$ cat src/design/lm_pkg.sv
// lm_pkg: shared types for the list median block.
// No dependencies.
package lm_pkg;

  localparam int unsigned ValueW  = 32;
  localparam int unsigned MedianW = 33;
  localparam int unsigned CountW  = 7;

  typedef logic signed [ValueW-1:0]  value_t;
  typedef logic signed [MedianW-1:0] median_t;
  typedef logic [CountW-1:0]         count_out_t;

  // per-cycle control broadcast to every cell
  typedef struct packed {
    logic ins;    // insert the broadcast word in order
    logic shift;  // move every word one cell toward the head
  } cell_ctl_t;

endpackage

$ cat src/design/lm_cell.sv
// lm_cell: one slot of the sorted chain.
// Depends on lm_pkg.
module lm_cell (
  input  logic              clk_i,
  input  lm_pkg::cell_ctl_t ctl_i,
  input  logic              occ_i,
  input  lm_pkg::value_t    new_i,
  input  lm_pkg::value_t    left_i,
  input  logic              left_le_i,
  input  lm_pkg::value_t    right_i,
  output lm_pkg::value_t    value_o,
  output logic              le_o
);

  lm_pkg::value_t value_q, value_d;
  logic           keep;

  assign le_o = (value_q <= new_i);
  assign keep = occ_i && le_o;

  always_comb begin
    value_d = value_q;
    if (ctl_i.ins) begin
      if (keep) begin
        value_d = value_q;
      end else if (left_le_i) begin
        value_d = new_i;
      end else begin
        value_d = left_i;
      end
    end else if (ctl_i.shift) begin
      value_d = right_i;
    end
  end

  always_ff @(posedge clk_i) begin
    value_q <= value_d;
  end

  assign value_o = value_q;

endmodule

$ cat config.mk
export PLATFORM = sky130hd
export DESIGN_NAME = lm_cell
export DESIGN_NICKNAME = d
export VERILOG_FILES = /design/src/design/lm_pkg.sv /design/src/design/lm_cell.sv
export SDC_FILE = /design/constraint.sdc
export NUM_CORES = 1
export LEC_CHECK = 0
export ABC_CLOCK_PERIOD_IN_PS = 9350
export BUFFER_PORTS_ARGS = -buffer_cell sky130_fd_sc_hd__buf_2
export CAP_MARGIN = 20
export CORE_AREA = 5 5 77 79
export CTS_BUF_LIST = sky130_fd_sc_hd__clkbuf_2
export DETAILED_ROUTE_END_ITERATION = 16
export DIE_AREA = 0 0 82 84
export HOLD_SLACK_MARGIN = 0.12
export PLACE_DENSITY = 0.95
export RECOVER_POWER = 25
export SYNTH_ARGS = -nofsm -noshare
export SYNTH_HDL_FRONTEND = slang
export SYNTH_SLANG_ARGS = --single-unit
$ cat constraint.sdc
create_clock -name clk_i -period 9.35 [get_ports clk_i]
set_input_delay 2.3375 -clock clk_i [delete_from_list [all_inputs] [get_ports clk_i]]
set_output_delay 2.3375 -clock clk_i [all_outputs]
set_load 0.02 [all_outputs]
==> flow_metrics.py, run 1 <==
metrics = {
    "clocking": {
        "cts_root_buffer": "clkbuf_2",
        "clock-sinks": 32,
        "cts_tree": "yes",
        "cts_buffers": 5,
        "htree_num_levels": 2,
        "postCtsHoldBufs": 0,
        "path_clk_slew_ns": 0.19,
        "cts_buffer_depth": 2,
        "clkLatencyLatePin_ns": 0.38,
        "post_cts_buffers": 0,
        "cts_resized": 0,
    },
    "critical_path": {
        "cp-start-kind": "input pin",
        "crit_top_cell": "buf_2",
        "cp_max_fo": 3,
        "crit_chain": "buf_2 > inv_1 > ha_1 > a21oi_1 > nand2_1 > a221o_1 > o31a_1 > o22ai_2 > a21o_1 > buf_2",
        "crit_type": "input pin to primary output",
        "cp.arrival_ns": 4.20,
        "r2r_setup_slack_ns": 6.32,
        "cp-end-kind": "primary output",
        "critPathRequiredTime_ns": 7.01,
        "critPathMaxStageDelay_ns": 0.35,
        "crit_slowest_cell": "a221o_1",
    },
    "cells_and_area": {
        "layout.cells.most_common_list": "127 x buf_2, 44 x a21oi_1, 33 x inv_1, 33 x nor2_1",
        "insertedDiodeCount": 0,
        "final_common_cell": "buf_2",
        "fin_area_um2": 3250,
        "area_growth_pct": 31.2,
        "fillers": 461,
        "final_cell_count_no_fill": 458,
        "largest_reg_flops": 32,
        "final_layout_size_suffix_gt1_frac": 0.360,
        "nets": 519,
    },
    "sta": {
        "rsz0062_at_grt": "no",
        "final.setup.worst_slack_ns": 2.82,
        "fmax_mhz": 153,
        "whs_ns": 1.38,
        "finalClockSkew_ns": 0.0274,
        "fin_crit_sh": 0.699,
        "setup_viol": 0,
        "setup-tns-final_ns": 0,
        "slew_headroom": -0.577,
        "hold_viol_final": 0,
        "fin_crit_ns": 6.53,
        "worstMarginPinSlew_ns": 2.37,
        "slew_violations": 33,
    },
    "floorplan": {
        "design.core.area_um2": 5270,
        "die_area_um2": 6890,
        "placementRows": 27,
        "io_pins": 134,
        "initial_core_util": 0.471,
        "die_w_um": 82,
        "die_h_um": 84,
    },
    "place": {
        "place.gp.congestion": 0.790,
        "placed_cell_area_um2": 3200,
        "port-buffer-count": 133,
        "placed_cells": 450,
        "place_ws_ns": 2.76,
        "dp.final_hpwl_um": 5440,
    },
    "drt": {
        "drt-initial-drc-count": 107,
        "firstDrtPassIters": 4,
        "drtAntennaViolNets": 0,
        "wl_um": 6820,
        "wl_per_cell_um": 14.9,
        "vias": 2331,
        "vias_per_cell": 5.09,
        "drc_errors": 0,
    },
    "logic_synthesis": {
        "synth_area_per_cell_um2": 9.69,
        "yosys.area.top_type": "edfxtp_1",
        "synth.cell_area_um2": 2480,
        "syn_nets": 389,
        "yosysUniqueCellTypes": 28,
        "synth_seq_cells": 32,
        "synth_area_leaders": "edfxtp_1 39%, ha_1 16%, mux2i_1 13%, a21oi_1 8.9%, inv_1 5.0%",
        "ys_seq_area_frac": 0.387,
        "syn_inst": 256,
        "synth_top_area_frac": 0.387,
        "ys.warnings.count": 0,
    },
    "flow_run": {
        "max_cap_viol_count": 1,
    },
    "run_status": {
        "outcome": "finished, violations left",
        "violations": "capacitance limit, slew limit",
    },
    "grt": {
        "grt_pass1_wl_um": 10500,
        "antenna_found_initial": 0,
        "grt_max_degree": 68,
        "grt_overflow": 0,
        "grt.total_usage": 0.195,
        "grt_pass1_vias": 2361,
    },
    "power_and_ir_drop": {
        "p_per_area_nw_per_um2": 130,
        "vdd_drop_max_mv": 0.0683,
        "power.leakage_nw": 1.69,
    },
    "worst_hold_path": {
        "holdCritPathClass": "flip-flop to flip-flop",
    },
}
through the flow:
stage	total power [W]	util
global placement	0.000351	0.608
CTS	0.000423	0.614
detailed placement	0.000360	0.608
floorplan	0.000296	-
finish	0.000422	0.618
global route	0.000448	0.618
worst paths after layout:
kind | depth (start not counted) | end | start
hold / removal | 4 | value_o[8] | value_o[31]
setup reg to reg | 6 | value_o[26] | value_o[31]
hold reg to reg | 4 | value_o[8] | value_o[31]
setup / recovery | 10 | le_o | new_i[14]
power by group:
group / leakage, nW / internal, W / switching, W
registers: 0.321 / 0.000182 / 0.0000102
clock network: 0.0239 / 0.0000154 / 0.0000492
logic: 1.34 / 0.0000674 / 0.0000970
total: 1.69 / 0.000265 / 0.000156
worst max-delay path: cells and delay by family:
kind | cells | cell delay, ns
AOI/OAI and AO/OA | 5 | 1.16
adders and majority gates | 1 | 0.32
buffers and inverters | 3 | 0.29
and+or+nand+nor | 1 | 0.07
Yosys cell counts (all sizes together):
cell	n
a221o	1
o211ai	1
nand2	7
o2111ai	1
nor4	2
a221oi	1
a21oi	45
nand3	3
inv	33
ha	32
o22ai	1
edfxtp	32
clkbuf	6
nor2b	1
o21ai	6
nand4	8
o31a	1
a2111oi	1
mux2i	32
nor2	33
buf	5
nor3	1
a21o	3
per-layer routing:
metal | vias up | global-route usage | part of all wire
met4 | 0 | 0.0483 | 0.013
li1 | 1186 | - | -
met2 | 83 | 0.364 | 0.53
met1 | 1051 | 0.213 | 0.39
met5 | - | 0 | 0
met3 | 11 | 0.0486 | 0.066
logic make-up (layout without fill, tap and decap cells):
logic type	after synthesis	count (layout)	share of synthesized area
buffers and inverters	44	174	0.0681
AOI/OAI and AO/OA	61	61	0.143
muxes	32	32	0.129
and+or+nand+nor	55	55	0.111
adders and majority gates	32	32	0.161
DFF	32	32	0.387
final cells by class:
class                           instances  area [µm²]  area share
Clock inverter                          2        7.51     0.00231
Sequential cell                        32         961       0.295
Multi-Input combinational cell        180        1360       0.418
Clock buffer                            5        25.0     0.00769
Inverter                               33         124      0.0381
Timing Repair Buffer                  134         686       0.211
Tap cell                               72        90.1      0.0277
(Power assumes the default switching activity.)
==> run 2, diff against run 1 <==
--- a/config.mk
+++ b/config.mk
@@ -5,15 +5,16 @@
 export SDC_FILE = /design/constraint.sdc
 export NUM_CORES = 1
 export LEC_CHECK = 0
-export ABC_CLOCK_PERIOD_IN_PS = 9350
+export ABC_AREA = 1
+export ABC_CLOCK_PERIOD_IN_PS = 6100
 export BUFFER_PORTS_ARGS = -buffer_cell sky130_fd_sc_hd__buf_2
 export CAP_MARGIN = 20
-export CORE_AREA = 5 5 77 79
+export CORE_AREA = 5 5 80 82
 export CTS_BUF_LIST = sky130_fd_sc_hd__clkbuf_2
 export DETAILED_ROUTE_END_ITERATION = 16
-export DIE_AREA = 0 0 82 84
+export DIE_AREA = 0 0 85 87
 export HOLD_SLACK_MARGIN = 0.12
-export PLACE_DENSITY = 0.95
+export PLACE_DENSITY = 0.93
 export RECOVER_POWER = 25
 export SYNTH_ARGS = -nofsm -noshare
 export SYNTH_HDL_FRONTEND = slang
==> constraint.sdc (replaced) <==
create_clock -name clk_i -period 6.1 [get_ports clk_i]
set_input_delay 1.525 -clock clk_i [delete_from_list [all_inputs] [get_ports clk_i]]
set_output_delay 1.525 -clock clk_i [all_outputs]
set_load 0.02 [all_outputs]
==> flow_metrics.py, run 2 <==
metrics = {
    "run_status": {
        "outcome": "completed",
    },
    "critical_path": {
        "r2r_cells": 9,
        "cp-start-kind": "input pin",
        "crit_type": "input pin to primary output",
        "path_buf_inv": 3,
        "crit_slowest_cell": "ha_1",
        "cp_top_family": "simple AND/OR/NAND/NOR gates",
        "critPathRequiredTime_ns": 4.58,
        "crit_chain": "buf_2 > inv_1 > ha_1 > nand2_2 > nor2_4 > nand2_2 > nor4_4 > nand2_1 > nand2_1 > nand2_1 > nand3_2 > buf_2",
        "cp-end-kind": "primary output",
        "cp_num_cells": 12,
        "crit_top_cell": "nand2_1",
        "r2r_setup_slack_ns": 3.29,
        "cp_max_fo": 4,
        "cp.arrival_ns": 2.98,
        "critPathMaxStageDelay_ns": 0.34,
    },
    "logic_synthesis": {
        "synth-simple-area-share": 0.256,
        "synth_seq_cells": 32,
        "synth_top_area_frac": 0.382,
        "synth_compound_area_frac": 0.118,
        "synth.cell_area_um2": 2520,
        "syn_inst": 325,
        "synth_area_leaders": "edfxtp_1 38%, ha_1 16%, nand2_1 15%, a31oi_1 8.0%, nor2_1 6.4%",
        "synth_adder_area_share": 0.159,
        "synth_edf_count": 32,
        "ys_seq_area_frac": 0.382,
        "synth_most_common_cell": "nand2_1",
        "async_reset_ff_frac": 0,
        "yosysUniqueCellTypes": 22,
        "synth_area_per_cell_um2": 7.74,
        "ys.warnings.count": 0,
        "synth-xor-area-share": 0,
        "synth_top_family_by_area": "simple AND/OR/NAND/NOR gates",
        "yosys.area.top_type": "edfxtp_1",
        "syn_nets": 458,
        "yosys-top-cells-count": "100 x nand2_1, 43 x nor2_1, 39 x inv_1",
        "ys.flop_type": "edfxtp_1",
        "synthMuxAreaShare": 0,
    },
    "grt": {
        "grt_overflow": 0,
        "grt_max_degree": 47,
        "grt_pass1_vias": 2683,
        "antenna_found_initial": 0,
        "grt.total_usage": 0.185,
        "grt_pass1_wl_um": 11200,
    },
    "sta": {
        "setup_viol": 0,
        "fmax_mhz": 222,
        "slew_violations": 0,
        "fin_crit_ns": 4.51,
        "fin_crit_sh": 0.739,
        "slew_headroom": 0.287,
        "rsz0062_at_grt": "no",
        "worstMarginPinSlew_ns": 1.07,
        "hold_viol_final": 0,
        "finalClockSkew_ns": 0.00347,
        "setup-tns-final_ns": 0,
    },
    "floorplan": {
        "die_w_um": 85,
        "die_area_um2": 7400,
        "initial_core_util": 0.443,
        "die_h_um": 87,
        "io_pins": 134,
        "design.core.area_um2": 5680,
        "placementRows": 28,
    },
    "clocking": {
        "cts_root_buffer": "clkbuf_2",
        "cts_buffers": 5,
        "clkLatencyLatePin_ns": 0.35,
        "cts_resized": 0,
        "path_clk_slew_ns": 0.16,
        "clock-sinks": 32,
        "post_cts_buffers": 0,
        "cts_buffer_depth": 2,
        "postCtsHoldBufs": 0,
        "htree_num_levels": 2,
        "cts_tree": "yes",
    },
    "place": {
        "placed_cells": 520,
        "port-buffer-count": 133,
        "place.gp.congestion": 0.842,
        "dp.final_hpwl_um": 5480,
    },
    "drt": {
        "wl_per_cell_um": 13.0,
        "firstDrtPassIters": 4,
        "vias": 2605,
        "drtAntennaViolNets": 0,
        "drt-initial-drc-count": 88,
        "vias_per_cell": 4.93,
        "wl_um": 6880,
        "drc_errors": 0,
    },
    "power_and_ir_drop": {
        "p_per_area_nw_per_um2": 192,
        "power.leakage_nw": 1.69,
        "swShare": 0.369,
        "vdd_drop_max_mv": 0.123,
        "cell_internal_pwr_w": 0.000393,
        "power.net_switching_w": 0.000230,
        "seqPwrFrac": 0.466,
        "p_comb_frac": 0.370,
        "power_w": 0.000623,
        "power.clock.fraction": 0.164,
    },
    "cells_and_area": {
        "area_growth_pct": 28.9,
        "largest_reg_flops": 32,
        "insertedDiodeCount": 0,
        "layout.cells.most_common_list": "109 x buf_2, 100 x nand2_1, 43 x nor2_1, 39 x inv_1",
        "final_cell_count_no_fill": 528,
        "final_layout_size_suffix_gt1_frac": 0.283,
        "fillers": 542,
        "final_common_cell": "buf_2",
        "nets": 585,
    },
    "worst_hold_path": {
        "holdCritPathClass": "flip-flop to flip-flop",
        "hold_depth": 4,
    },
    "flow_run": {
        "max_cap_viol_count": 0,
    },
}
-- run 2: kinds of logic (layout without fill, tap and decap cells) --
group | after synthesis | after routing
AOI/OAI and AO/OA | 50 | 50
adders and majority gates | 32 | 32
buffers and inverters | 56 | 184
DFF | 32 | 32
and+or+nand+nor | 155 | 155
-- run 2: metrics by stage --
step	hold WS, ns	setup WS [ns]	instance area, µm²	utilization
final	1.28	1.59	3240	0.571
after floorplan	1.44	1.97	2520	-
after CTS	1.30	1.59	3270	0.577
after global routing	1.37	1.41	3240	0.571
after global placement	1.25	1.66	3230	0.570
after detailed placement	1.27	1.59	3230	0.570
-- run 2: path summary, 6_finish.rpt --
path	endpoint	start
max reg2reg	value_o[8]	value_o[31]
min	value_o[25]	value_o[31]
max	le_o	new_i[31]
min reg2reg	value_o[25]	value_o[31]
-- run 2: layout make-up --
cell class / count / area (µm²) / area share
clock buffer: 7 / 35.0 / 0.0108
sequential: 32 / 961 / 0.296
tap: 75 / 93.8 / 0.0289
inverter: 42 / 158 / 0.0486
timing repair buffer: 134 / 643 / 0.198
multi-input combinational: 237 / 1350 / 0.416
clock inverter: 1 / 3.75 / 0.00116
-- run 2: worst min-delay path: cells and delay by family, from the launching register on --
| family | cells | cell delay, ns |
|---|---|---|
| AO/OA/AOI/OAI | 1 | 0.25 |
| adder cells (fa/ha/maj) | 1 | 0.21 |
| flip-flops | 1 | 0.41 |
| AND/OR/NAND/NOR | 2 | 0.22 |
-- run 2: layer usage --
metal	vias to the layer above	wire length, µm	global-route usage
met5	-	0	0
li1	1333	-	-
met4	0	67	0.0590
met3	6	685	0.0577
met2	119	3340	0.335
met1	1147	2780	0.206
-- run 2: power by group through the flow --
| stage | Clock [W] | Combinational [W] | Sequential [W] |
|---|---|---|---|
| floorplan | 0 | 0.000116 | 0.000326 |
| global placement | 0 | 0.000230 | 0.000293 |
| detailed placement | 0 | 0.000236 | 0.000296 |
| CTS | 0.000109 | 0.000238 | 0.000290 |
| global route | 0.000119 | 0.000262 | 0.000294 |
| finish | 0.000102 | 0.000230 | 0.000290 |
==> run 3, diff against run 2 <==
==> config.mk (replaced) <==
export PLATFORM = sky130hd
export DESIGN_NAME = lm_cell
export DESIGN_NICKNAME = d
export VERILOG_FILES = /design/src/design/lm_pkg.sv /design/src/design/lm_cell.sv
export SDC_FILE = /design/constraint.sdc
export NUM_CORES = 1
export LEC_CHECK = 0
export ABC_AREA = 0
export ABC_CLOCK_PERIOD_IN_PS = 3700
export BUFFER_PORTS_ARGS = -buffer_cell sky130_fd_sc_hd__buf_2
export CAP_MARGIN = 20
export CORE_AREA = 5 5 83 85
export CTS_BUF_LIST = sky130_fd_sc_hd__clkbuf_2
export DETAILED_ROUTE_END_ITERATION = 16
export DIE_AREA = 0 0 88 90
export HOLD_SLACK_MARGIN = 0.12
export PLACE_DENSITY = 0.9
export RECOVER_POWER = 25
export SYNTH_ARGS = -nofsm -noshare
export SYNTH_HDL_FRONTEND = slang
export SYNTH_SLANG_ARGS = --single-unit
==> constraint.sdc (replaced) <==
create_clock -name clk_i -period 3.7 [get_ports clk_i]
set_input_delay 0.925 -clock clk_i [delete_from_list [all_inputs] [get_ports clk_i]]
set_output_delay 0.925 -clock clk_i [all_outputs]
set_load 0.02 [all_outputs]
==> flow_metrics.py, run 3 (synthesized netlist as in run 1, its figures left out) <==
metrics = {
    "place": {
        "place.gp.congestion": 0.782,
        "port-buffer-count": 133,
        "placed_cells": 460,
        "dp.final_hpwl_um": 5480,
    },
    "critical_path": {
        "cp.arrival_ns": 2.67,
        "critPathRequiredTime_ns": 2.77,
        "cp_max_fo": 3,
        "critPathMaxStageDelay_ns": 0.35,
        "crit_chain": "buf_2 > inv_1 > ha_1 > a21oi_2 > nand2_1 > a221o_1 > o31a_1 > o22ai_2 > a21o_1 > buf_4",
        "cp-end-kind": "primary output",
        "crit_type": "input pin to primary output",
        "cp-start-kind": "input pin",
        "crit_slowest_cell": "a221o_1",
    },
    "drt": {
        "vias": 2346,
        "wl_per_cell_um": 14.3,
        "wl_um": 6690,
        "vias_per_cell": 5.01,
        "drc_errors": 0,
        "firstDrtPassIters": 5,
        "drtAntennaViolNets": 0,
        "drt-initial-drc-count": 52,
    },
    "clocking": {
        "cts_root_buffer": "clkbuf_2",
        "htree_num_levels": 2,
        "clkLatencyLatePin_ns": 0.37,
        "path_clk_slew_ns": 0.16,
        "cts_buffers": 5,
        "cts_buffer_depth": 2,
        "postCtsHoldBufs": 0,
        "clock-sinks": 32,
        "cts_tree": "yes",
    },
    "sta": {
        "worstMarginPinSlew_ns": 2.37,
        "rsz0062_at_grt": "no",
        "fin_crit_ns": 3.59,
        "fin_crit_sh": 0.971,
        "setup-tns-final_ns": 0,
        "setup_viol": 0,
        "finalClockSkew_ns": 0.0109,
        "fmax_mhz": 278,
        "slew_headroom": -0.583,
        "whs_ns": 0.859,
        "slew_violations": 33,
        "hold_viol_final": 0,
    },
    "grt": {
        "grt_pass1_vias": 2410,
        "grt.met3_usage": 0.0411,
        "grt_overflow": 0,
        "grt_pass1_wl_um": 10700,
        "grt.total_usage": 0.168,
        "met2_usage": 0.293,
        "antenna_found_initial": 0,
        "use_met1": 0.199,
        "grt_busiest_layer": "met2",
        "grt_max_degree": 39,
    },
    "cells_and_area": {
        "area_growth_pct": 32.7,
        "nets": 523,
        "final_cell_count_no_fill": 468,
        "largest_reg_flops": 32,
        "final_common_cell": "buf_2",
        "fin_util": 0.537,
        "seq_area_um2": 961,
        "layout.cells.most_common_list": "121 x buf_2, 43 x a21oi_1, 33 x inv_1, 33 x nor2_1",
        "multi_input_area_um2": 1370,
        "fillers": 558,
        "final_layout_size_suffix_gt1_frac": 0.361,
        "insertedDiodeCount": 0,
    },
    "run_status": {
        "violations": "capacitance limit, slew limit",
        "outcome": "finished, violations left",
    },
    "floorplan": {
        "die_h_um": 90,
        "die_w_um": 88,
        "io_pins": 134,
        "die_area_um2": 7920,
        "placementRows": 29,
        "initial_core_util": 0.404,
        "design.core.area_um2": 6130,
    },
    "power_and_ir_drop": {
        "power.clock.fraction": 0.158,
        "cell_internal_pwr_w": 0.000687,
        "p_per_area_nw_per_um2": 328,
        "power.leakage_nw": 1.70,
        "p_comb_frac": 0.392,
        "vdd_drop_max_mv": 0.161,
        "power.net_switching_w": 0.000391,
        "swShare": 0.362,
        "seqPwrFrac": 0.450,
    },
    "flow_run": {
        "max_cap_viol_count": 1,
    },
    "worst_hold_path": {
        "holdCritPathClass": "input pin to flip-flop",
    },
}
==> run 3: path summary, 6_finish.rpt <==
| check | start | end | slack [ns] | cells past startpoint |
|---|---|---|---|---|
| worst min register to register | value_o[31] | value_o[19] | 1.31 | 5 |
| worst max register to register | value_o[14] | value_o[15] | 1.20 | 8 |
| worst min-delay path | right_i[5] | value_o[5] | 0.86 | 3 |
| worst max-delay path | new_i[14] | le_o | 0.11 | 10 |
==> run 3: power groups by stage <==
stage	combinational [W]	clock (W)	sequential (W)
finish	0.000423	0.000170	0.000485
global route	0.000471	0.000194	0.000491
CTS	0.000427	0.000178	0.000485
detailed placement	0.000425	0	0.000494
global placement	0.000414	0	0.000490
floorplan	0.000198	0	0.000550
==> run 3: through the flow <==
stage | instance area [µm²] | power [W] | setup slack (ns)
global placement | 3260 | 0.000904 | 0.134
floorplan | 2480 | 0.000748 | 0.335
global route | 3290 | 0.00116 | 0.0000218
detailed placement | 3260 | 0.000918 | 0.0980
finish | 3290 | 0.00108 | 0.106
CTS | 3300 | 0.00109 | 0.0854
==> run 3: repair_timing <==
| item | CTS | global route |
|---|---|---|
| buffers inserted | 0 | 0 |
| endpoints found under the setup margin | 0 | 1 |
| gates resized for setup | 0 | 3 |
==> run 3: critical path: cells and delay by family <==
kind / cells / cell delay (ns)
buffers and inverters: 3 / 0.27
adders and majority gates: 1 / 0.33
AOI/OAI and AO/OA: 5 / 1.06
and+or+nand+nor: 1 / 0.08
==> run 3: area by class of cell <==
cell class | instances | share of cell area
Multi-Input combinational cell | 180 | 0.415
Sequential cell | 32 | 0.292
Timing Repair Buffer | 138 | 0.214
Inverter | 33 | 0.0376
Tap cell | 77 | 0.0293
Clock buffer | 7 | 0.0106
Clock inverter | 1 | 0.00114
==> run 3: metal layers <==
metal,wire (µm),vias to the layer above
met5,0,-
li1,-,1194
met4,82,0
met1,2670,1062
met2,3410,81
met3,532,9
